File: config.mk
export PLATFORM = sky130hd
export DESIGN_NAME = fem_div
export DESIGN_NICKNAME = d
export VERILOG_FILES = /design/src/design/fem_pkg.sv /design/src/design/fem_div.sv
export SDC_FILE = /design/constraint.sdc
export NUM_CORES = 2
export LEC_CHECK = 0
export ABC_AREA = 1
export BUFFER_PORTS_ARGS = -buffer_cell sky130_fd_sc_hd__buf_2
export CORE_MARGIN = 5
export CORE_UTILIZATION = 58
export CTS_CLUSTER_SIZE = 8
export DETAILED_ROUTE_END_ITERATION = 12
export PLACE_DENSITY = 0.77
export SYNTH_ARGS = -nofsm -noshare
export SYNTH_HDL_FRONTEND = slang
export SYNTH_SLANG_ARGS = --single-unit
File: constraint.sdc
create_clock -name clock -period 2.37 [get_ports clock]
set_input_delay 0.3555 -clock clock [delete_from_list [all_inputs] [get_ports clock]]
set_output_delay 0.3555 -clock clock [all_outputs]
set_load 0.005 [all_outputs]
File: src/design/fem_pkg.sv
// Shared constants, types and helper functions of the fisheye to equirect map.
`default_nettype none
package fem_pkg;

   localparam int MAX_DIM_DEF  = 4096;
   localparam int DIM_W        = 13;
   localparam int FOV_W        = 16;
   localparam int PIX_W        = 12;
   localparam int SRC_W        = 14;
   localparam int FRAC_W       = 16;
   localparam int FOV_FRAC_W   = 13;
   localparam int CSR_DATA_W   = 16;
   localparam int CSR_INDEX_W  = 2;

   localparam int RATIO_W      = PIX_W + FRAC_W;
   localparam int RAW_W        = RATIO_W + 3;
   localparam int ANG_W        = 21;
   localparam int UV_W         = 20;
   localparam int AT_W         = 22;
   localparam int CORDIC_STEPS = 16;
   localparam int STEP_IDX_W   = $clog2(CORDIC_STEPS);
   localparam int MOD_STEPS    = 12;

   localparam int PROD_W       = DIM_W + UV_W;
   localparam int RNUM_W       = PROD_W + FOV_FRAC_W;
   localparam int RSPLIT       = 23;
   localparam int PP_W         = (RNUM_W - RSPLIT + 1) + UV_W;
   localparam int SUM_W        = PP_W + RSPLIT + 1;
   localparam int FIN_W        = SUM_W - FRAC_W;

   localparam logic signed [ANG_W-1:0] ANG_PI      = ANG_W'(205887);
   localparam logic signed [ANG_W-1:0] ANG_HALF_PI = ANG_W'(102944);
   localparam logic signed [ANG_W-1:0] ANG_TWO_PI  = ANG_W'(411775);
   localparam logic signed [UV_W-1:0]  UV_GAIN     = UV_W'(39797);
   localparam logic signed [18:0]      PI_MUL      = 19'sd205887;
   localparam logic signed [RATIO_W:0] RATIO_HALF  = (RATIO_W + 1)'(32768);

   typedef enum logic [CSR_INDEX_W-1:0] {
      CSR_IMAGE_WIDTH  = 2'd0,
      CSR_IMAGE_HEIGHT = 2'd1,
      CSR_FOV          = 2'd2
   } csr_index_type;

   function automatic logic signed [ANG_W-1:0] atan_of(input logic [STEP_IDX_W-1:0] k);
      case (k)
         4'd0:    atan_of = ANG_W'(51472);
         4'd1:    atan_of = ANG_W'(30386);
         4'd2:    atan_of = ANG_W'(16055);
         4'd3:    atan_of = ANG_W'(8150);
         4'd4:    atan_of = ANG_W'(4091);
         4'd5:    atan_of = ANG_W'(2047);
         4'd6:    atan_of = ANG_W'(1024);
         4'd7:    atan_of = ANG_W'(512);
         4'd8:    atan_of = ANG_W'(256);
         4'd9:    atan_of = ANG_W'(128);
         4'd10:   atan_of = ANG_W'(64);
         4'd11:   atan_of = ANG_W'(32);
         4'd12:   atan_of = ANG_W'(16);
         4'd13:   atan_of = ANG_W'(8);
         4'd14:   atan_of = ANG_W'(4);
         default: atan_of = ANG_W'(2);
      endcase
   endfunction

   // Q16 to integer, truncated toward zero, saturated to the output range.
   function automatic logic signed [SRC_W-1:0] finish_coord(
      input logic signed [FIN_W-1:0] q);
      logic [FIN_W-1:0] mag;
      logic signed [FIN_W-FRAC_W:0] v;
      mag = q[FIN_W-1] ? FIN_W'(-q) : FIN_W'(q);
      v = $signed({1'b0, mag[FIN_W-1:FRAC_W]});
      if (q[FIN_W-1]) begin
         v = -v;
      end
      if (v > (FIN_W - FRAC_W + 1)'(8191)) begin
         finish_coord = SRC_W'(8191);
      end else if (v < -(FIN_W - FRAC_W + 1)'(8192)) begin
         finish_coord = -SRC_W'(8192);
      end else begin
         finish_coord = v[SRC_W-1:0];
      end
   endfunction

endpackage
`default_nettype wire

File: src/design/fem_div.sv
// Pipelined restoring divider, one quotient bit per stage, tag carried along.
`default_nettype none
module fem_div
   import fem_pkg::*;
#(
   parameter int NUM_W = RATIO_W,
   parameter int DEN_W = DIM_W,
   parameter int TAG_W = 1
) (
   input  logic             clock,
   input  logic             reset,
   input  logic             adv,
   input  logic             in_valid,
   input  logic [NUM_W-1:0] in_num,
   input  logic [DEN_W-1:0] in_den,
   input  logic [TAG_W-1:0] in_tag,
   output logic             out_valid,
   output logic [NUM_W-1:0] out_quo,
   output logic [TAG_W-1:0] out_tag
);

   logic [NUM_W-1:0] vld_ff;
   logic [NUM_W-1:0] nq_ff  [NUM_W];
   logic [DEN_W-1:0] rem_ff [NUM_W-1];
   logic [TAG_W-1:0] tag_ff [NUM_W];

   for (genvar s = 0; s < NUM_W; s++) begin : g_stage
      logic             vld_prev;
      logic [NUM_W-1:0] nq_prev;
      logic [DEN_W-1:0] rem_prev;
      logic [TAG_W-1:0] tag_prev;
      logic [DEN_W:0]   trial;
      logic             fits;

      if (s == 0) begin : g_head
         assign vld_prev = in_valid;
         assign nq_prev  = in_num;
         assign rem_prev = '0;
         assign tag_prev = in_tag;
      end else begin : g_body
         assign vld_prev = vld_ff[s-1];
         assign nq_prev  = nq_ff[s-1];
         assign rem_prev = rem_ff[s-1];
         assign tag_prev = tag_ff[s-1];
      end

      assign trial = {rem_prev, nq_prev[NUM_W-1]};
      assign fits  = trial >= {1'b0, in_den};

      always_ff @(posedge clock) begin
         if (reset) begin
            vld_ff[s] <= 1'b0;
         end else if (adv) begin
            vld_ff[s] <= vld_prev;
         end
      end

      always_ff @(posedge clock) begin
         if (adv) begin
            nq_ff[s]  <= {nq_prev[NUM_W-2:0], fits};
            tag_ff[s] <= tag_prev;
         end
      end

      if (s < NUM_W - 1) begin : g_rem
         logic [DEN_W:0] diff;

         assign diff = trial - {1'b0, in_den};

         always_ff @(posedge clock) begin
            if (adv) begin
               rem_ff[s] <= fits ? diff[DEN_W-1:0] : trial[DEN_W-1:0];
            end
         end
      end
   end

   assign out_valid = vld_ff[NUM_W-1];
   assign out_quo   = nq_ff[NUM_W-1];
   assign out_tag   = tag_ff[NUM_W-1];

endmodule
`default_nettype wire

### Word level (Yosys, flattened, before mapping)

Memories as Yosys holds them, arrays and structs flattened.
Cells that the tools add are included.

| word-level totals | value |
|---|---|
| flip-flop bits (word level) | 28 |
| RAM bits | 1163 |
| output and inout bits | 30 |
| memories kept | 3 |

| operators by class | value |
|---|---|
| add/subtract/negate cells | 27 |
| order comparisons | 28 |
| muxes and demuxes | 29 |

Memory list:

| name | words | width | read ports | clocked after memory_dff | wr ports | line | source |
|---|---|---|---|---|---|---|---|
| nq_ff | 28 | 28 | 28 | 0 | 28 | fem_div.sv:23 | `logic [NUM_W-1:0] nq_ff [NUM_W];` |
| rem_ff | 27 | 13 | 27 | 0 | 27 | fem_div.sv:24 | `logic [DEN_W-1:0] rem_ff [NUM_W-1];` |
| tag_ff | 28 | 1 | 28 | 0 | 28 | fem_div.sv:25 | `logic [TAG_W-1:0] tag_ff [NUM_W];` |

Operator list:

| cell | count |
|---|---|
| greater-or-equal comparator 14 x 13 -> 1 bit | 27 |
| 2-to-1 mux 13 bit | 27 |
| subtractor 13 bit | 26 |
| greater-or-equal comparator 1 x 13 -> 1 bit | 1 |
| subtractor 1 x 13 -> 13 bit | 1 |
| 2-to-1 mux 1 bit | 2 |

### Depth between registers and ports, before layout

An unclocked memory read counts as a cell.

| depth | value |
|---|---|
| depth after elaboration | 3 |
| mapped depth | 12 |
| depth with buffers taken out | 11 |

### Least setup slack after synthesis

No wires, ideal clock.

| timing path | value |
|---|---|
| path kind | input to register |
| from | input in_den[5] |
| to | memory rem_ff[0][176] (netlist name) (data pin) |
| library setup time | 253 ps |
| arrival time | 2156 ps |
| required time | 2117 ps |
| slack | -39 ps |
| cell stages on the path | 11 |
| path buffers | 1 |
| cell sequence | inv_1 ha_1 nand2_1 inv_1 nand2_1 nand3_1 nand2_4 nand3_4 buf_12 nand2_2 o21ai_2 |

RTL lines:

| item | line | source |
|---|---|---|
| start, declared | fem_div.sv:15 | `input logic [DEN_W-1:0] in_den,` |
| end, declared | fem_div.sv:24 |  |

==> impl_metrics.env <==
export IMPL_rows=122
export IMPL_diodes=0
export IMPL_r2r_slack_ns=0.18
export IMPL_core_area_um2=111000
export IMPL_hold_path_class="in2reg"
export IMPL_worstHoldEndpoint="rem_ff[0][0]"
export IMPL_yosys_warnings=0
export IMPL_slew_headroom_pct=54.3
export IMPL_powerDensity_nw_per_um2=1240
export IMPL_swShare_pct=37.7
export IMPL_ys_types=38
export IMPL_synth_area_leaders="edfxtp_1, nand2_1, ha_1"
export IMPL_finalNonFillerCells=8949
export IMPL_cts_made_buffers=168
export IMPL_slew_viol_final=0
export IMPL_rsz0062_at_grt="no"
export IMPL_fin_tns_setup_ns=0
export IMPL_routed_wl_met3_mm=8.56
export IMPL_fin_crit_sh_pct=92.2
export IMPL_critPathLaunchType="flop"
export IMPL_min_delay_start="in_num[27]"
export IMPL_num_vias=46555
export IMPL_syn_cell_area_um2=64500
export IMPL_power_switching_mw=36.0
export IMPL_drtPass1Iterations=6
export IMPL_start_util_pct=58.3
export IMPL_wire_per_inst_um=16.6
export IMPL_ir_drop_uv=879
export IMPL_regArea_um2=35500
export IMPL_netlist_instances=6560
export IMPL_io_pins=76
export IMPL_ctsResizeCount=0
export IMPL_post_route_util_pct=69.6
export IMPL_worstPathRequired_ns=2.90
export IMPL_dieHeight_um=344
export IMPL_dp_cells=8718
export IMPL_drc=0
export IMPL_grt_pass1_vias=46482
export IMPL_grt_max_degree=97
export IMPL_whs_path_depth=3
export IMPL_p_leak_nw=36.2
export IMPL_critical_path_class="reg2reg"
export IMPL_insertion_delay_ns=0.78
export IMPL_internal_power_mw=59.7
export IMPL_synthArstFlopShare_pct=0
export IMPL_ff2ff_path_depth=11
export IMPL_fin_skew_ns=0.0274
export IMPL_finalSetupViolCount=0
export IMPL_routed_via_density=5.20
export IMPL_drt_iter0_drc=3503
export IMPL_clockRootBuffer="clkbuf_16"
export IMPL_design_die_area_um2=118000
export IMPL_area_delta_synth_final_pct=19.4
export IMPL_outcome="complete, no violations"
export IMPL_pwr_share_comb_pct=44.2
export IMPL_place_gp_congestion=0.972
export IMPL_fin_crit_ns=2.19
export IMPL_worstMarginPinSlew_ns=0.686
export IMPL_end_kind="flop"
export IMPL_final_layout_size_suffix_gt1_share_pct=19.6
export IMPL_die_width_um=344
export IMPL_drv_cap=0
export IMPL_wl_met2_mm=72.7
export IMPL_clkTransAtPathRegs_ns=0.05
export IMPL_hpwlAfterDp_mm=107
export IMPL_r2r_end="rem_ff[1][12]"
export IMPL_antenna_found_initial=0
export IMPL_portBuffers=75
export IMPL_yosysSeqAreaShare_pct=55.0
export IMPL_highest_signal_layer="met4"
export IMPL_grt_usage_pct=25.5
export IMPL_hold_viol=0
export IMPL_synth_edff_count=1163
export IMPL_cts_buffer_depth=3
export IMPL_wl_met1_mm=62.6
export IMPL_htreeDepth=4
export IMPL_cp_max_fo=3
export IMPL_r2r_start="nq_ff[0][447]"
export IMPL_worstPathArrival_ns=2.71
export IMPL_nets=7856
export IMPL_ys_flop_type="edfxtp_1"
export IMPL_multiInputGateArea_um2=23800
export IMPL_overflow=0
export IMPL_cts_tree="done"
export IMPL_wl_mm=149
export IMPL_synth_top_cell_area_share_pct=54.1
export IMPL_max_freq_mhz=457
export IMPL_grt_pass1_wl_mm=240
export IMPL_fill_cells=8175
export IMPL_ys_ff_latch=1191
export IMPL_clkPwrFrac_pct=22.5
export IMPL_synth_largest_area_cell="edfxtp_1"
export IMPL_avgSynthCellArea_um2=9.84
export IMPL_seqPwrFrac_pct=33.2
export IMPL_cts_sinks=1191
export IMPL_antenna_left=0
export IMPL_syn_nets=6985
[state kept, by name, summed over array words and instances, names as in the netlist]
name              cells
rem_ff              351
out_valid             1
nq_ff               784
g_stage.vld_prev     27
tag_ff               28
[cell families (layout without fill, tap and decap cells)]
group           Yosys count  after routing  share of synthesized area [%]
compound gates          330            330                           3.38
xor+xnor                168            168                           2.28
fa+ha+maj               379            379                           7.65
buf+inv                1272           2173                           8.16
flops                  1191           1191                           55.0
simple gates           3220           3220                           23.5
[routing by layer]
layer | track usage, % | vias to the layer above
li1 | - | 23321
met1 | 33.2 | 21660
met2 | 43.9 | 1262
met3 | 4.15 | 312
met4 | 8.56 | 0
met5 | 0 | -
[worst max-delay path by stage]
stage               slack (ns)     startpoint             end
global placement         -0.13      in_den[0]  rem_ff[0][116]
CTS                       0.18  nq_ff[0][447]   rem_ff[1][12]
floorplan               -0.003      in_den[4]  rem_ff[0][176]
global route              0.06  nq_ff[0][447]   rem_ff[1][12]
finish                    0.18  nq_ff[0][447]   rem_ff[1][12]
detailed placement       -0.15      in_den[0]   rem_ff[1][12]
[critical path, cell delays in order, from the launching register on]
cell and delay (ns):
edfxtp_1 0.39, inv_1 0.10, ha_1 0.23, fa_1 0.39, inv_1 0.13, nand3_1 0.10, nand3_1 0.19, nand2_1 0.12
nand3_1 0.09, nand2_1 0.09, nand3_2 0.07, nand2_1 0.04
[area by class of cell]
cell class	count	area share (%)
Clock buffer	185	5.62
Clock inverter	15	0.396
Inverter	1195	5.85
Multi-Input combinational cell	4097	30.9
Sequential cell	1191	46.0
Tap cell	1488	2.42
Timing Repair Buffer	778	8.80
[synth_stat cells (109+ instances only)]
cell / instances
ha_1: 353
a21oi_1: 127
edfxtp_1: 1163
xor2_1: 142
nand3_1: 292
nand3_2: 142
nand2_2: 125
nand4_1: 291
nand2_1: 2033
o21ai_1: 109
inv_1: 1148
nor2_1: 200
[cell usage in the layout, fill, tap and decap left out, types with 74 or more instances in the layout]
cell type and instances:
nand3_1 292, buf_12 84, ha_1 353, nand2_1 2033, nand4_1 291, nor2_1 200
a21oi_1 127, edfxtp_1 1163, nand2_2 125, buf_4 589, nand3_2 142, xor2_1 142
o21ai_1 109, inv_1 1141, buf_2 74, clkbuf_16 171
[what timing repair did]
action / CTS / global route
endpoints found under the hold margin: 71 / 0
setup buffers: 0 / 0
hold buffers: 31 / 0
[power groups by stage]
stage                     clock network (mW)  registers (mW)  logic [mW]
after detailed placement                   0            32.0        41.6
final                                   21.6            31.8        42.3
after CTS                               22.1            31.8        42.1
after global placement                     0            32.0        40.6
after floorplan                            0            30.6        28.7
after global routing                    23.0            32.0        47.5
[stage by stage]
step	hold slack (ns)	cell area, µm²	power (mW)	setup WS [ns]
floorplan	0.400	64600	59.4	-0.00326
global placement	0.400	72100	72.6	-0.131
detailed placement	0.405	72100	73.6	-0.146
CTS	0.0173	77100	96.0	0.179
global route	0.0968	77100	103	0.0582
finish	0.0517	77100	95.7	0.184
No activity file was read; power rests on OpenSTA's default activity.
