### config.mk
export PLATFORM = sky130hd
export DESIGN_NAME = fem_mod2pi
export DESIGN_NICKNAME = d
export VERILOG_FILES = /design/src/design/fem_pkg.sv /design/src/design/fem_mod2pi.sv
export SDC_FILE = /design/constraint.sdc
export NUM_CORES = 1
export LEC_CHECK = 0
export ABC_AREA = 0
export BUFFER_PORTS_ARGS = -buffer_cell sky130_fd_sc_hd__clkbuf_2
export CORE_MARGIN = 2
export CORE_UTILIZATION = 60
export CTS_BUF_LIST = sky130_fd_sc_hd__clkbuf_8
export DETAILED_ROUTE_END_ITERATION = 6
export GPL_TIMING_DRIVEN = 0
export MAX_ROUTING_LAYER = met4
export PLACE_DENSITY = 0.75
export RECOVER_POWER = 25
export SETUP_SLACK_MARGIN = 0.4
export SYNTH_ARGS = -nofsm -noshare
export SYNTH_HDL_FRONTEND = slang
export SYNTH_SLANG_ARGS = --single-unit
### constraint.sdc
create_clock -name clock -period 3.7 [get_ports clock]
set_clock_uncertainty 0.15 [all_clocks]
set_input_delay 0.37 -clock clock [delete_from_list [all_inputs] [get_ports clock]]
set_output_delay 0.37 -clock clock [all_outputs]
set_load 0.1 [all_outputs]
### src/design/fem_pkg.sv
// Shared constants, types and helper functions of the fisheye to equirect map.
`default_nettype none
package fem_pkg;

   localparam int MAX_DIM_DEF  = 4096;
   localparam int DIM_W        = 13;
   localparam int FOV_W        = 16;
   localparam int PIX_W        = 12;
   localparam int SRC_W        = 14;
   localparam int FRAC_W       = 16;
   localparam int FOV_FRAC_W   = 13;
   localparam int CSR_DATA_W   = 16;
   localparam int CSR_INDEX_W  = 2;

   localparam int RATIO_W      = PIX_W + FRAC_W;
   localparam int RAW_W        = RATIO_W + 3;
   localparam int ANG_W        = 21;
   localparam int UV_W         = 20;
   localparam int AT_W         = 22;
   localparam int CORDIC_STEPS = 16;
   localparam int STEP_IDX_W   = $clog2(CORDIC_STEPS);
   localparam int MOD_STEPS    = 12;

   localparam int PROD_W       = DIM_W + UV_W;
   localparam int RNUM_W       = PROD_W + FOV_FRAC_W;
   localparam int RSPLIT       = 23;
   localparam int PP_W         = (RNUM_W - RSPLIT + 1) + UV_W;
   localparam int SUM_W        = PP_W + RSPLIT + 1;
   localparam int FIN_W        = SUM_W - FRAC_W;

   localparam logic signed [ANG_W-1:0] ANG_PI      = ANG_W'(205887);
   localparam logic signed [ANG_W-1:0] ANG_HALF_PI = ANG_W'(102944);
   localparam logic signed [ANG_W-1:0] ANG_TWO_PI  = ANG_W'(411775);
   localparam logic signed [UV_W-1:0]  UV_GAIN     = UV_W'(39797);
   localparam logic signed [18:0]      PI_MUL      = 19'sd205887;
   localparam logic signed [RATIO_W:0] RATIO_HALF  = (RATIO_W + 1)'(32768);

   typedef enum logic [CSR_INDEX_W-1:0] {
      CSR_IMAGE_WIDTH  = 2'd0,
      CSR_IMAGE_HEIGHT = 2'd1,
      CSR_FOV          = 2'd2
   } csr_index_type;

   function automatic logic signed [ANG_W-1:0] atan_of(input logic [STEP_IDX_W-1:0] k);
      case (k)
         4'd0:    atan_of = ANG_W'(51472);
         4'd1:    atan_of = ANG_W'(30386);
         4'd2:    atan_of = ANG_W'(16055);
         4'd3:    atan_of = ANG_W'(8150);
         4'd4:    atan_of = ANG_W'(4091);
         4'd5:    atan_of = ANG_W'(2047);
         4'd6:    atan_of = ANG_W'(1024);
         4'd7:    atan_of = ANG_W'(512);
         4'd8:    atan_of = ANG_W'(256);
         4'd9:    atan_of = ANG_W'(128);
         4'd10:   atan_of = ANG_W'(64);
         4'd11:   atan_of = ANG_W'(32);
         4'd12:   atan_of = ANG_W'(16);
         4'd13:   atan_of = ANG_W'(8);
         4'd14:   atan_of = ANG_W'(4);
         default: atan_of = ANG_W'(2);
      endcase
   endfunction

   // Q16 to integer, truncated toward zero, saturated to the output range.
   function automatic logic signed [SRC_W-1:0] finish_coord(
      input logic signed [FIN_W-1:0] q);
      logic [FIN_W-1:0] mag;
      logic signed [FIN_W-FRAC_W:0] v;
      mag = q[FIN_W-1] ? FIN_W'(-q) : FIN_W'(q);
      v = $signed({1'b0, mag[FIN_W-1:FRAC_W]});
      if (q[FIN_W-1]) begin
         v = -v;
      end
      if (v > (FIN_W - FRAC_W + 1)'(8191)) begin
         finish_coord = SRC_W'(8191);
      end else if (v < -(FIN_W - FRAC_W + 1)'(8192)) begin
         finish_coord = -SRC_W'(8192);
      end else begin
         finish_coord = v[SRC_W-1:0];
      end
   endfunction

endpackage
`default_nettype wire

### src/design/fem_mod2pi.sv
// Angle reduction modulo 2pi by constant restoring subtraction, one step per stage.
`default_nettype none
module fem_mod2pi
   import fem_pkg::*;
(
   input  logic                    clock,
   input  logic                    reset,
   input  logic                    adv,
   input  logic                    in_valid,
   input  logic signed [RAW_W-1:0] in_ang,
   output logic                    out_valid,
   output logic signed [ANG_W-1:0] out_ang
);

   logic [MOD_STEPS-1:0]    vld_ff;
   logic signed [RAW_W-1:0] r_ff [MOD_STEPS];

   for (genvar j = 0; j < MOD_STEPS; j++) begin : g_stage
      localparam logic signed [RAW_W-1:0] SUB =
         RAW_W'(ANG_TWO_PI) <<< (MOD_STEPS - 1 - j);
      logic                    vld_prev;
      logic signed [RAW_W-1:0] r_prev;

      if (j == 0) begin : g_head
         assign vld_prev = in_valid;
         assign r_prev   = in_ang;
      end else begin : g_body
         assign vld_prev = vld_ff[j-1];
         assign r_prev   = r_ff[j-1];
      end

      always_ff @(posedge clock) begin
         if (reset) begin
            vld_ff[j] <= 1'b0;
         end else if (adv) begin
            vld_ff[j] <= vld_prev;
         end
      end

      // negative angles never reach a positive step and pass unchanged
      always_ff @(posedge clock) begin
         if (adv) begin
            r_ff[j] <= (r_prev >= SUB) ? r_prev - SUB : r_prev;
         end
      end
   end

   assign out_valid = vld_ff[MOD_STEPS-1];
   assign out_ang   = r_ff[MOD_STEPS-1][ANG_W-1:0];

endmodule
`default_nettype wire

## Word-level counts from Yosys, hierarchy flattened

Memories as Yosys holds them, arrays and structs flattened.
Cells that the tools add are included.

- Register bits: 12
- RAM bits: 372
- Input port bits: 35
- Logic and storage cells: 51
- Memories: 1

Memory list:

| memory | depth | width | read ports | clocked after memory_dff | wr ports | RTL line | RTL |
|---|---|---|---|---|---|---|---|
| r_ff | 12 | 31 | 12 | 0 | 12 | fem_mod2pi.sv:16 | `logic signed [RAW_W-1:0] r_ff [MOD_STEPS];` |

- $add $sub $neg: 12
- $lt $le $gt $ge: 12
- Multiplexer cells: 14

Operators by type and width:

| cell | count |
|---|---|
| 2-to-1 mux 31 bit | 12 |
| >= comparator 31 x 20 -> 1 bit, second input constant | 1 |
| >= comparator 31 x 21 -> 1 bit, second input constant | 1 |
| >= comparator 31 x 22 -> 1 bit, second input constant | 1 |
| >= comparator 31 x 23 -> 1 bit, second input constant | 1 |
| >= comparator 31 x 24 -> 1 bit, second input constant | 1 |
| >= comparator 31 x 25 -> 1 bit, second input constant | 1 |
| >= comparator 31 x 26 -> 1 bit, second input constant | 1 |
| >= comparator 31 x 27 -> 1 bit, second input constant | 1 |
| >= comparator 31 x 28 -> 1 bit, second input constant | 1 |
| >= comparator 31 x 29 -> 1 bit, second input constant | 1 |
| >= comparator 31 x 30 -> 1 bit, second input constant | 1 |
| >= comparator 31 bit, second input constant | 1 |
| subtractor 31 x 20 -> 31 bit, second input constant | 1 |
| subtractor 31 x 21 -> 31 bit, second input constant | 1 |
| subtractor 31 x 22 -> 31 bit, second input constant | 1 |
| subtractor 31 x 23 -> 31 bit, second input constant | 1 |
| subtractor 31 x 24 -> 31 bit, second input constant | 1 |
| subtractor 31 x 25 -> 31 bit, second input constant | 1 |
| subtractor 31 x 26 -> 31 bit, second input constant | 1 |
| subtractor 31 x 27 -> 31 bit, second input constant | 1 |
| subtractor 31 x 28 -> 31 bit, second input constant | 1 |
| subtractor 31 x 29 -> 31 bit, second input constant | 1 |
| subtractor 31 x 30 -> 31 bit, second input constant | 1 |
| 2 further kinds | 3 |

## Depth between registers and ports, before layout

- Depth after elaboration: 2
- Gate-level depth with buffers: 9

## Least setup slack after synthesis

OpenSTA, ideal clock, no wires.

- Kind: reg-to-reg
- From: mem r_ff[0][19] (netlist bit)
- To: mem r_ff[1][29] (netlist bit) (data pin)
- Setup time: 264 ps
- Data arrival time: 2170 ps
- Data required time: 3286 ps
- Setup slack: 1117 ps
- Cell stages (with the launch flop): 8
- Buffers on the path: 1
- Clock period less this slack: 2583 ps
- Cell sequence: edfxtp_1 or4_4 o21bai_4 a2111o_1 a21oi_4 buf_6 a31oi_1 xor2_1

RTL lines:

| item | RTL line |
|---|---|
| from (decl) | fem_mod2pi.sv:16 |

==> flow_summary.json <==
{
  "status": "finished, violations left",
  "violations": "max-capacitance violations, max-slew violations",
  "max_slew_margin_pct": -12.65,
  "max_freq_mhz": 324.9,
  "antenna_found_initial": 0,
  "core_sq_um": 30670,
  "htreeDepth": 2,
  "critPathSlowestCell": "nor4_1",
  "cts.sinks": 374,
  "portBuffers": 56,
  "hpwlAfterDp_microns": 26090,
  "grt_pass1_vias": 12290,
  "final_area_sq_um": 21160,
  "cp.required_ns": 3.88,
  "die_area_sq_um": 32580,
  "synthFlopType": "edfxtp_1",
  "setup_viol": 0,
  "vias_per_cell": 5.931,
  "arrival_ns": 3.26,
  "cp-start-kind": "flop",
  "worstHoldPathType": "flop to flop",
  "diodes": 0,
  "power_mw": 11.32,
  "drv_cap": 1,
  "root_buffer": "clkbuf_8",
  "gp_congestion": 0.8973,
  "cts_buffers": 59,
  "clkLatencyLatePin_ns": 0.61,
  "crit_type": "flop to flop",
  "postRouteWirelength_microns": 37000,
  "dieWidth_microns": 180.5,
  "syn_avg_cell_area_sq_um": 12.22,
  "critPathMaxFanout": 10,
  "finalHoldViolCount": 0,
  "path_cells": "nor4_1 -> o211ai_1 -> a311oi_1 -> o21a_1 -> buf_4 -> buf_6 -> nor2_1 -> xor2_1",
  "area_growth_pct": 13.24,
  "place_inst": 1984,
  "yosys_warnings": 0,
  "vdd_drop_max_mv": 0.3013,
  "grt.busiest_layer": "met2",
  "slowest_delay_ns": 0.59,
  "ant_nets": 0,
  "fin_crit_ns": 3.078,
  "cts_max_path_buffers": 3,
  "ys_seq_area_share_pct": 59.45,
  "end_kind": "flop",
  "synth-seq-cells": 374,
  "final_cells": 2129,
  "vias": 12630,
  "multiInputGateArea_sq_um": 7361,
  "first_iter_violations": 945,
  "synth_edf_count": 362,
  "row_count": 64,
  "seqCellArea_sq_um": 11110,
  "async_flop_share_pct": 0,
  "grtUsageTotal_pct": 23.23,
  "grt-ovfl-total": 0,
  "grt_start_max_net_pins": 125,
  "ys_types": 84,
  "initial_core_util_pct": 60.94,
  "p_leak_nw": 7.402,
  "min_period_over_period_pct": 83.18,
  "nFillCells": 2149,
  "die_y_microns": 180.5,
  "cts_tree": "done",
  "place_area_sq_um": 19560,
  "power_density_nw_per_um2": 534.8,
  "postSynthCellCount": 1529,
  "use_met3_pct": 3.597,
  "worst_slew_pin_slew_ns": 1.690,
  "fin_hold_ws_ns": 0.2931,
  "use_met1_pct": 26.43,
  "rsz0062_at_grt": "no",
  "synth_nets": 1576,
  "wl_per_cell_microns": 17.38,
  "ios": 57,
  "fin_nets": 1729,
  "clk_pin_slew_ns": 0.07,
  "mappedNetlistArea_sq_um": 18690,
  "slew_viol_final": 27,
  "use_met2_pct": 41.27,
  "first_pass_iters": 5,
  "layout-drive-gt1-share_pct": 12.00,
  "remaining_drc_errors": 0,
  "grt_pass1_wl_microns": 59910
}
[path summary, 6_finish.rpt]
kind | from | endpoint | slack (ns) | depth (start not counted)
setup reg to reg | r_ff[8][12]$_DFFE_PP_ | r_ff[9][9]$_DFFE_PP_ | 0.62 | 8
hold / removal | r_ff[5][1]$_DFFE_PP_ | r_ff[6][1]$_DFFE_PP_ | 0.29 | 0
setup / recovery | r_ff[8][12]$_DFFE_PP_ | r_ff[9][9]$_DFFE_PP_ | 0.62 | 8
hold reg to reg | r_ff[5][1]$_DFFE_PP_ | r_ff[6][1]$_DFFE_PP_ | 0.29 | 0
[cell usage in the layout (no fill, tap or decap), types with 11 or more instances in the layout]
master / synthesis / layout
edfxtp_1: 362 / 362
nand2_1: 130 / 130
xnor2_1: 129 / 129
xor2_1: 127 / 127
nor2_1: 123 / 123
clkbuf_8: 0 / 60
nand3_1: 56 / 56
nor4_1: 49 / 47
a21oi_1: 47 / 47
o21ai_0: 46 / 46
clkbuf_2: 1 / 45
nor3_1: 40 / 40
nand4_1: 37 / 37
dlygate4sd3_1: 0 / 33
clkbuf_1: 19 / 31
inv_1: 14 / 23
mux2_2: 19 / 19
clkinv_2: 0 / 18
a211oi_1: 17 / 17
or3_1: 16 / 16
and3_1: 15 / 15
nand3b_1: 15 / 15
clkinv_1: 0 / 14
and2_1: 12 / 12
or4_1: 12 / 12
o211ai_1: 12 / 12
mux2i_1: 12 / 12
ha_1: 12 / 12
dfxtp_1: 12 / 12
a31oi_1: 11 / 11
[flip-flops by register name, indices dropped and copies added, names as in the netlist]
register and cells:
g_stage.vld_prev 11, r_ff 362, out_valid 1
[timing repair]
item | in CTS | in global routing
buffers inserted | 0 | 0
endpoints found under the setup margin | 0 | 16
hold buffers | 33 | 0
endpoints found under the hold margin | 34 | 0
resized for setup | 0 | 2
[metrics by stage]
stage / setup TNS [ns] / utilization (%) / worst slack [ns]
3_3_place_gp: -1304.27 / 63.47 / -3.946
6_report: 0 / 69.01 / 0.6224
5_1_grt: 0 / 69.01 / 0.4445
2_1_floorplan: 0 / - / 1.117
4_1_cts: 0 / 69.04 / 0.6078
3_5_place_dp: 0 / 63.76 / 0.6078
[synth_stat cells, drive strengths merged (20+ instances only)]
cell	number	share of area, %
clkbuf	20	0.41
nand4	37	1.2
nand2	130	2.6
xor2	127	6.0
a21oi	48	1.3
xnor2	129	6.0
nand3	56	1.5
o21ai	55	1.5
nor4	53	2.0
nor3	42	1.2
edfxtp	362	58
nor2	123	2.5
[cells by family (layout without fill, tap and decap cells)]
logic type | count (synthesis) | count (layout) | synth area share [%]
adder cells (fa/ha/maj) | 12 | 12 | 0.8034
buffers and inverters | 49 | 253 | 1.232
AO/OA/AOI/OAI | 233 | 233 | 8.576
XOR/XNOR | 256 | 256 | 12.00
AND/OR/NAND/NOR | 574 | 574 | 16.15
multiplexers | 31 | 31 | 1.788
flip-flops | 374 | 374 | 59.45
[layer usage]
layer / wire length [microns] / vias to the layer above
li1: - / 6147
met1: 14810 / 6070
met2: 19540 / 297
met3: 1533 / 114
met4: 1124 / 0
met5: 0 / -
[where the power goes]
group,switching [mW],internal (mW)
sequential,0.481,5.34
clock,1.63,2.15
combinational,1.04,0.677
total,3.15,8.17
[critical path: cells and delay by family, from the launching register on]
kind                   cells  cell delay, ns
XOR/XNOR                   1            0.16
AND/OR/NAND/NOR            2            0.65
buffers and inverters      2            0.37
flip-flops                 1            0.46
AO/OA/AOI/OAI              3            1.02
[cell type report]
| type | count | area share [%] |
|---|---|---|
| plain buffers | 35 | 0.8395 |
| clock buffers | 60 | 3.902 |
| clock inverters | 52 | 2.187 |
| inverters | 14 | 0.2483 |
| multi-input cells | 1106 | 34.78 |
| flip-flops and latches | 374 | 52.50 |
| well taps | 396 | 2.341 |
| repair buffers | 92 | 3.204 |
No activity file was read; power rests on OpenSTA's default activity.
