File: config.mk
export PLATFORM = sky130hd
export DESIGN_NAME = fem_atan2
export DESIGN_NICKNAME = d
export VERILOG_FILES = /design/src/design/fem_pkg.sv /design/src/design/fem_atan2.sv
export SDC_FILE = /design/constraint.sdc
export NUM_CORES = 2
export LEC_CHECK = 0
export BUFFER_PORTS_ARGS = -buffer_cell sky130_fd_sc_hd__buf_2
export CORE_ASPECT_RATIO = 0.6
export CORE_MARGIN = 3
export CORE_UTILIZATION = 55
export DETAILED_ROUTE_END_ITERATION = 8
export GPL_TIMING_DRIVEN = 0
export PLACE_DENSITY = 0.71
export RECOVER_POWER = 50
export REMOVE_ABC_BUFFERS = 1
export SETUP_SLACK_MARGIN = 0.2
export SLEW_MARGIN = 20
export SYNTH_ARGS = -nofsm -noshare
export SYNTH_HDL_FRONTEND = slang
export SYNTH_SLANG_ARGS = --single-unit
File: constraint.sdc
create_clock -name clock -period 7 [get_ports clock]
set_input_delay 0 -clock clock [delete_from_list [all_inputs] [get_ports clock]]
set_output_delay 0 -clock clock [all_outputs]
set_load 0.02 [all_outputs]
File: src/design/fem_pkg.sv
// Shared constants, types and helper functions of the fisheye to equirect map.
`default_nettype none
package fem_pkg;

   localparam int MAX_DIM_DEF  = 4096;
   localparam int DIM_W        = 13;
   localparam int FOV_W        = 16;
   localparam int PIX_W        = 12;
   localparam int SRC_W        = 14;
   localparam int FRAC_W       = 16;
   localparam int FOV_FRAC_W   = 13;
   localparam int CSR_DATA_W   = 16;
   localparam int CSR_INDEX_W  = 2;

   localparam int RATIO_W      = PIX_W + FRAC_W;
   localparam int RAW_W        = RATIO_W + 3;
   localparam int ANG_W        = 21;
   localparam int UV_W         = 20;
   localparam int AT_W         = 22;
   localparam int CORDIC_STEPS = 16;
   localparam int STEP_IDX_W   = $clog2(CORDIC_STEPS);
   localparam int MOD_STEPS    = 12;

   localparam int PROD_W       = DIM_W + UV_W;
   localparam int RNUM_W       = PROD_W + FOV_FRAC_W;
   localparam int RSPLIT       = 23;
   localparam int PP_W         = (RNUM_W - RSPLIT + 1) + UV_W;
   localparam int SUM_W        = PP_W + RSPLIT + 1;
   localparam int FIN_W        = SUM_W - FRAC_W;

   localparam logic signed [ANG_W-1:0] ANG_PI      = ANG_W'(205887);
   localparam logic signed [ANG_W-1:0] ANG_HALF_PI = ANG_W'(102944);
   localparam logic signed [ANG_W-1:0] ANG_TWO_PI  = ANG_W'(411775);
   localparam logic signed [UV_W-1:0]  UV_GAIN     = UV_W'(39797);
   localparam logic signed [18:0]      PI_MUL      = 19'sd205887;
   localparam logic signed [RATIO_W:0] RATIO_HALF  = (RATIO_W + 1)'(32768);

   typedef enum logic [CSR_INDEX_W-1:0] {
      CSR_IMAGE_WIDTH  = 2'd0,
      CSR_IMAGE_HEIGHT = 2'd1,
      CSR_FOV          = 2'd2
   } csr_index_type;

   function automatic logic signed [ANG_W-1:0] atan_of(input logic [STEP_IDX_W-1:0] k);
      case (k)
         4'd0:    atan_of = ANG_W'(51472);
         4'd1:    atan_of = ANG_W'(30386);
         4'd2:    atan_of = ANG_W'(16055);
         4'd3:    atan_of = ANG_W'(8150);
         4'd4:    atan_of = ANG_W'(4091);
         4'd5:    atan_of = ANG_W'(2047);
         4'd6:    atan_of = ANG_W'(1024);
         4'd7:    atan_of = ANG_W'(512);
         4'd8:    atan_of = ANG_W'(256);
         4'd9:    atan_of = ANG_W'(128);
         4'd10:   atan_of = ANG_W'(64);
         4'd11:   atan_of = ANG_W'(32);
         4'd12:   atan_of = ANG_W'(16);
         4'd13:   atan_of = ANG_W'(8);
         4'd14:   atan_of = ANG_W'(4);
         default: atan_of = ANG_W'(2);
      endcase
   endfunction

   // Q16 to integer, truncated toward zero, saturated to the output range.
   function automatic logic signed [SRC_W-1:0] finish_coord(
      input logic signed [FIN_W-1:0] q);
      logic [FIN_W-1:0] mag;
      logic signed [FIN_W-FRAC_W:0] v;
      mag = q[FIN_W-1] ? FIN_W'(-q) : FIN_W'(q);
      v = $signed({1'b0, mag[FIN_W-1:FRAC_W]});
      if (q[FIN_W-1]) begin
         v = -v;
      end
      if (v > (FIN_W - FRAC_W + 1)'(8191)) begin
         finish_coord = SRC_W'(8191);
      end else if (v < -(FIN_W - FRAC_W + 1)'(8192)) begin
         finish_coord = -SRC_W'(8192);
      end else begin
         finish_coord = v[SRC_W-1:0];
      end
   endfunction

endpackage
`default_nettype wire

File: src/design/fem_atan2.sv
// Vectoring CORDIC atan2 and magnitude: quadrant stage, 16 micro-rotations, gain stage.
`default_nettype none
module fem_atan2
   import fem_pkg::*;
#(
   parameter int TAG_W = 1
) (
   input  logic                    clock,
   input  logic                    reset,
   input  logic                    adv,
   input  logic                    in_valid,
   input  logic signed [UV_W-1:0]  in_y,
   input  logic signed [UV_W-1:0]  in_x,
   input  logic [TAG_W-1:0]        in_tag,
   output logic                    out_valid,
   output logic signed [ANG_W-1:0] out_ang,
   output logic signed [UV_W-1:0]  out_mag,
   output logic [TAG_W-1:0]        out_tag
);

   logic [CORDIC_STEPS:0]   vld_ff;
   logic signed [AT_W-1:0]  x_ff   [0:CORDIC_STEPS];
   logic signed [AT_W-1:0]  y_ff   [0:CORDIC_STEPS-1];
   logic signed [ANG_W-1:0] z_ff   [0:CORDIC_STEPS];
   logic [TAG_W-1:0]        tag_ff [0:CORDIC_STEPS];
   logic                    out_vld_ff;
   logic signed [ANG_W-1:0] ang_ff;
   logic signed [UV_W-1:0]  mag_ff;
   logic [TAG_W-1:0]        out_tag_ff;

   logic signed [AT_W-1:0]  x_ext;
   logic signed [AT_W-1:0]  y_ext;
   logic signed [AT_W+UV_W-1:0] gain_prod;

   assign x_ext = AT_W'(in_x);
   assign y_ext = AT_W'(in_y);

   always_ff @(posedge clock) begin
      if (reset) begin
         vld_ff[0] <= 1'b0;
      end else if (adv) begin
         vld_ff[0] <= in_valid;
      end
   end

   // left half plane: negate and start from +/-pi
   always_ff @(posedge clock) begin
      if (adv) begin
         if (in_x < 0) begin
            x_ff[0] <= -x_ext;
            y_ff[0] <= -y_ext;
            z_ff[0] <= (in_y >= 0) ? ANG_PI : -ANG_PI;
         end else begin
            x_ff[0] <= x_ext;
            y_ff[0] <= y_ext;
            z_ff[0] <= '0;
         end
         tag_ff[0] <= in_tag;
      end
   end

   for (genvar i = 1; i <= CORDIC_STEPS; i++) begin : g_step
      localparam int K = i - 1;
      logic signed [AT_W-1:0]  x_prev;
      logic signed [AT_W-1:0]  y_prev;
      logic signed [ANG_W-1:0] step_ang;

      assign x_prev   = x_ff[i-1];
      assign y_prev   = y_ff[i-1];
      assign step_ang = atan_of(STEP_IDX_W'(K));

      always_ff @(posedge clock) begin
         if (reset) begin
            vld_ff[i] <= 1'b0;
         end else if (adv) begin
            vld_ff[i] <= vld_ff[i-1];
         end
      end

      always_ff @(posedge clock) begin
         if (adv) begin
            if (y_prev >= 0) begin
               x_ff[i] <= x_prev + (y_prev >>> K);
               z_ff[i] <= z_ff[i-1] + step_ang;
            end else begin
               x_ff[i] <= x_prev - (y_prev >>> K);
               z_ff[i] <= z_ff[i-1] - step_ang;
            end
            tag_ff[i] <= tag_ff[i-1];
         end
      end

      if (i < CORDIC_STEPS) begin : g_y
         always_ff @(posedge clock) begin
            if (adv) begin
               y_ff[i] <= (y_prev >= 0) ? y_prev - (x_prev >>> K)
                                        : y_prev + (x_prev >>> K);
            end
         end
      end
   end

   assign gain_prod = x_ff[CORDIC_STEPS] * UV_GAIN;

   always_ff @(posedge clock) begin
      if (reset) begin
         out_vld_ff <= 1'b0;
      end else if (adv) begin
         out_vld_ff <= vld_ff[CORDIC_STEPS];
      end
   end

   always_ff @(posedge clock) begin
      if (adv) begin
         ang_ff     <= z_ff[CORDIC_STEPS];
         mag_ff     <= UV_W'(gain_prod >>> FRAC_W);
         out_tag_ff <= tag_ff[CORDIC_STEPS];
      end
   end

   assign out_valid = out_vld_ff;
   assign out_ang   = ang_ff;
   assign out_mag   = mag_ff;
   assign out_tag   = out_tag_ff;

endmodule
`default_nettype wire

# ---- After elaboration in Yosys (flattened, before gate mapping)
# Memory sizes are Yosys's and may differ from the RTL's. A register that Yosys moved wholly into a read port is not among the register bits.
# Cells that the tools add are included.
dict set report word_totals {
  register_bits 38
  latch_bits 0
  ram_bits 1100
  mem_bits_ro 0
  inputBits 45
  out_inout_bits 43
  elab_cells 327
  n_memories 4
}
dict set report classes {
  addsub 95
  n_mul 1
  div 0
  magnitude_cmp 18
  eq_ne 0
  shift 0
  n_mux 155
  bitwise_logic 35
  reduce_logical 0
}
# name depth width read_ports rd_clocked_by_memory_dff write_ports line
set memory_table {}
lappend memory_table {x_ff 17 22 17 0 17 fem_atan2.sv:22} ;# logic signed [AT_W-1:0] x_ff [0:CORDIC_STEPS];
lappend memory_table {z_ff 17 21 17 1 17 fem_atan2.sv:24} ;# logic signed [ANG_W-1:0] z_ff [0:CORDIC_STEPS];
lappend memory_table {y_ff 16 22 16 0 16 fem_atan2.sv:23} ;# logic signed [AT_W-1:0] y_ff [0:CORDIC_STEPS-1];
lappend memory_table {tag_ff 17 1 17 1 17 fem_atan2.sv:25} ;# logic [TAG_W-1:0] tag_ff [0:CORDIC_STEPS];
# operator count
set ops {}
lappend ops {{$mux 22} 33}
lappend ops {{$mux 21} 18}
lappend ops {{$ge 22x1->1 const B} 16}
lappend ops {{$mux 1} 104}
lappend ops {{$add 22x10->22} 2}
lappend ops {{$add 22x11->22} 2}
lappend ops {{$add 22x12->22} 2}
lappend ops {{$add 22x13->22} 2}
lappend ops {{$add 22x14->22} 2}
lappend ops {{$add 22x15->22} 2}
lappend ops {{$add 22x16->22} 2}
lappend ops {{$add 22x17->22} 2}
lappend ops {{$add 22x18->22} 2}
lappend ops {{$add 22x19->22} 2}
lappend ops {{$add 22x20->22} 2}
lappend ops {{$add 22x21->22} 2}
lappend ops {{$add 22x8->22} 2}
lappend ops {{$add 22x9->22} 2}
lappend ops {{$neg 20->22} 2}
lappend ops {{$sub 22x10->22} 2}
lappend ops {{$sub 22x11->22} 2}
lappend ops {{$sub 22x12->22} 2}
lappend ops {{$sub 22x13->22} 2}
lappend ops {{$sub 22x14->22} 2}
lappend ops {{other kinds (47)} 93}

# ---- Logic depth before layout (Yosys ltp)
# An unclocked memory read counts as a cell.
dict set report logic_depth {
  ltp_word 6
  mapped_depth 22
  mapped_depth_nobuf 22
}

# ---- Worst setup path before layout
# OpenSTA, ideal clock, no wires.
dict set report synth_path {
  path_kind {register to register}
  startpoint {memory x_ff[16][21]}
  endpoint {register mag_ff[19], in the netlist out_mag[19], data pin}
  setup_ns 0.260
  arrival_time_ns 5.666
  t_required_ns 6.740
  slack_ns 1.074
  stages_incl_launch_ff 22
  n_path_buf 0
  synth_period_minus_slack_ns 5.926
  path_cell_list {edfxtp_1 ha_1 inv_1 ha_1 inv_1 fa_1 inv_1 fa_1 fa_1 inv_1 fa_1 inv_1 ha_1 a21o_1 a21o_1 a221o_1 a31o_2 a31oi_2 o2111ai_1 o31ai_2 o21ba_2 xnor2_1}
}
# item line
set synth_lines {}
lappend synth_lines {{start: declaration} fem_atan2.sv:22}
lappend synth_lines {{end signal: assignment} fem_atan2.sv:116} ;# mag_ff <= UV_W'(gain_prod >>> FRAC_W);
lappend synth_lines {{end: declaration} fem_atan2.sv:28} ;# logic signed [UV_W-1:0] mag_ff;

==> impl_metrics.ini <==
[critical_path]
crit_buf_inv = 7
required_ns = 7.47
slowest_stage = clkinv_1
cp_data_arrival_time_ns = 6.94
crit_top_cell = buf_16
crit_chain = buf_12 > buf_16 > buf_16 > buf_16 > buf_16 > buf_16 > nand2_1 > clkinv_1 > nor2_1 > xnor2_1 > ha_1 > o21a_1 > o31a_1 > o311ai_2 > a21boi_1 > o41a_1 > a311o_1 > a31oi_1 > o21bai_1 > xnor2_1
cp-start-kind = input port
critical-path-top-delay-family = buffers and inverters
max_stage_delay_ns = 0.59
cp_max_fo = 143
critPathKind = in2reg
endpoint_kind = flop

[logic_synthesis]
synth_warnings = 0
synthCells = 9407
synth-edff-count = 1107
synth-main-ff-cell = edfxtp_1
ys_types = 99
synth_top_family_by_area = adder cells
synth_mux_area_share_pct = 0.888
synth_fa_ha_area_share_pct = 19.5
async_flop_share_pct = 0
ys_ff_latch = 1125
ys_seq_area_share_pct = 36.1
synth_compound_area_share_pct = 15.8
synth_simple_gate_area_share_pct = 13.1
syn_avg_cell_area_um2 = 9.90
synth_area_um2 = 93100
synth_xor_area_share_pct = 11.0

[timing]
tightest_slew_ns = 2.54
max-slew-margin-rel_pct = -69.4
drv_slew = 142
hold_violations = 0
min_period_ns = 6.48
fin_setup_tns_ns = 0
fmax_mhz = 154
period_share_pct = 92.5
clock_skew_ns = 0.0326
final-setup-viol-count = 0
grt_setup_unrepaired = no

[detailed_routing]
wl_um = 235000
dr.pass1.iters = 6
route.detailed.drc = 0
first_iter_violations = 7616
vias = 71700
wire_per_inst_um = 19.7
via_per_inst = 6.01
ant_nets = 0

[clock_network]
clock_path_buffers = 3
numCtsBuffers = 115
cts_tree = yes
cts_htree_levels = 3
root_buffer = clkbuf_16
cts_sinks = 1125
clk_pin_slew_ns = 0.07
worstSkewPairLatency_ns = 0.76

[layout]
most-common-layout-cells = ha_1, edfxtp_1, inv_1
nets = 11000
layout_commonest_cell = ha_1
area_growth_pct = 8.42
layoutNonFillerInstCount = 11900
drive_above_1_share_pct = 3.92

[die]
coreArea_um2 = 167000
ios = 88
initial_core_util_pct = 55.6
chipHeight_um = 325
fp.dieW_um = 537
dieArea_um2 = 174000
rows = 116

[place]
dp_hpwl_um = 183000
gp_congestion = 0.933
portBuffers = 87
place_inst = 11600

[global_route]
grt_overflow = 0
grt_max_degree = 149
grt_pass1_wl_um = 369000
grt_antenna_before_repair = 10
grt_util_all_layers_pct = 26.3
grt_pass1_vias = 66500

[worst_hold_path]
hold_path.class = in2reg

[outcome]
status = complete, but fails checks
violations = capacitance limit, slew limit

[job]
maxCapViolCount = 4
## synth_stat cells, types with 77 or more instances
master	count	share of area [%]
nor2_1	740	3.0
inv_1	757	3.1
and3_1	92	0.62
a31oi_1	80	0.54
a21o_1	229	1.8
o21ai_0	446	2.4
fa_1	210	4.5
nand3_1	188	1.0
a21oi_1	703	3.8
nor2b_1	165	1.1
nor3_1	269	1.4
edfxtp_1	1107	36
nand2b_1	149	1.0
or3_1	94	0.63
ha_1	1112	15
o31ai_1	89	0.72
mux2i_1	77	0.83
nand2_1	536	2.2
xor2_1	434	4.1
xnor2_1	732	6.9
clkbuf_1	130	0.52
o21a_1	114	0.92
o21bai_1	127	1.0
## area by class of cell
cell class / count / area, µm²
Antenna cell: 4 / 10.0
Fill cell: 13900 / 66500
Clock buffer: 132 / 3010
Multi-Input combinational cell: 7366 / 56100
Inverter: 767 / 2890
Sequential cell: 1125 / 33600
Timing Repair Buffer: 210 / 1710
Clock inverter: 87 / 838
Tap cell: 2242 / 2810
## path summary, 6_finish.rpt
check,start,end,slack (ns),cells past startpoint
max,adv,x_ff[9][21],0.52,20
min,adv,x_ff[0][4],0.01,3
max reg2reg,x_ff[16][18],out_mag[19],0.52,18
min reg2reg,z_ff[8][5],z_ff[9][5],0.41,0
## per-layer routing
metal,wire length (µm),track usage [%],share of wire [%],vias to the layer above
met5,0,0,0,-
met3,21600,4.83,9.2,208
met1,120000,43.7,51,34400
met4,3480,4.46,1.5,0
met2,90700,35.0,39,2544
li1,-,-,-,34500
## state kept, by name (all words and copies together) (netlist names)
register,cells
x_ff,374
vld_ff,17
out_ang,21
out_tag,1
z_ff,337
tag_ff,17
y_ff,337
out_valid,1
out_mag,20
## through the flow
stage | utilization (%) | cell area, µm² | setup slack, ns | hold WS (ns)
floorplan | - | 92600 | 1.07 | 0.0724
global placement | 57.2 | 95800 | -25.04 | 0.182
detailed placement | 57.4 | 96100 | -0.430 | 0.190
CTS | 60.3 | 101000 | 0.269 | 0.0115
global route | 60.3 | 101000 | 0.197 | 0.0184
finish | 60.3 | 101000 | 0.525 | 0.0107
## cells by family after synthesis
| family | count (synthesis) |
|---|---|
| muxes | 82 |
| adders and majority gates | 1322 |
| AOI/OAI and AO/OA | 2278 |
| xor gates and xnor gates | 1167 |
| and+or+nand+nor | 2517 |
| buffers and inverters | 916 |
| DFF | 1125 |
## worst min-delay path: cells and delay by family
kind | cells | cell delay [ns]
buffers and inverters | 3 | 0.49
## repair_timing
item	in CTS	in global routing
hold buffers	95	0
buffers inserted	0	16
setup endpoints to repair	1	15
endpoints found under the hold margin	148	0
resized for setup	1	3
pin swaps	0	2
Power is not shown: default switching activity piles up to over one toggle a cycle in this logic, so the estimate is an artifact.
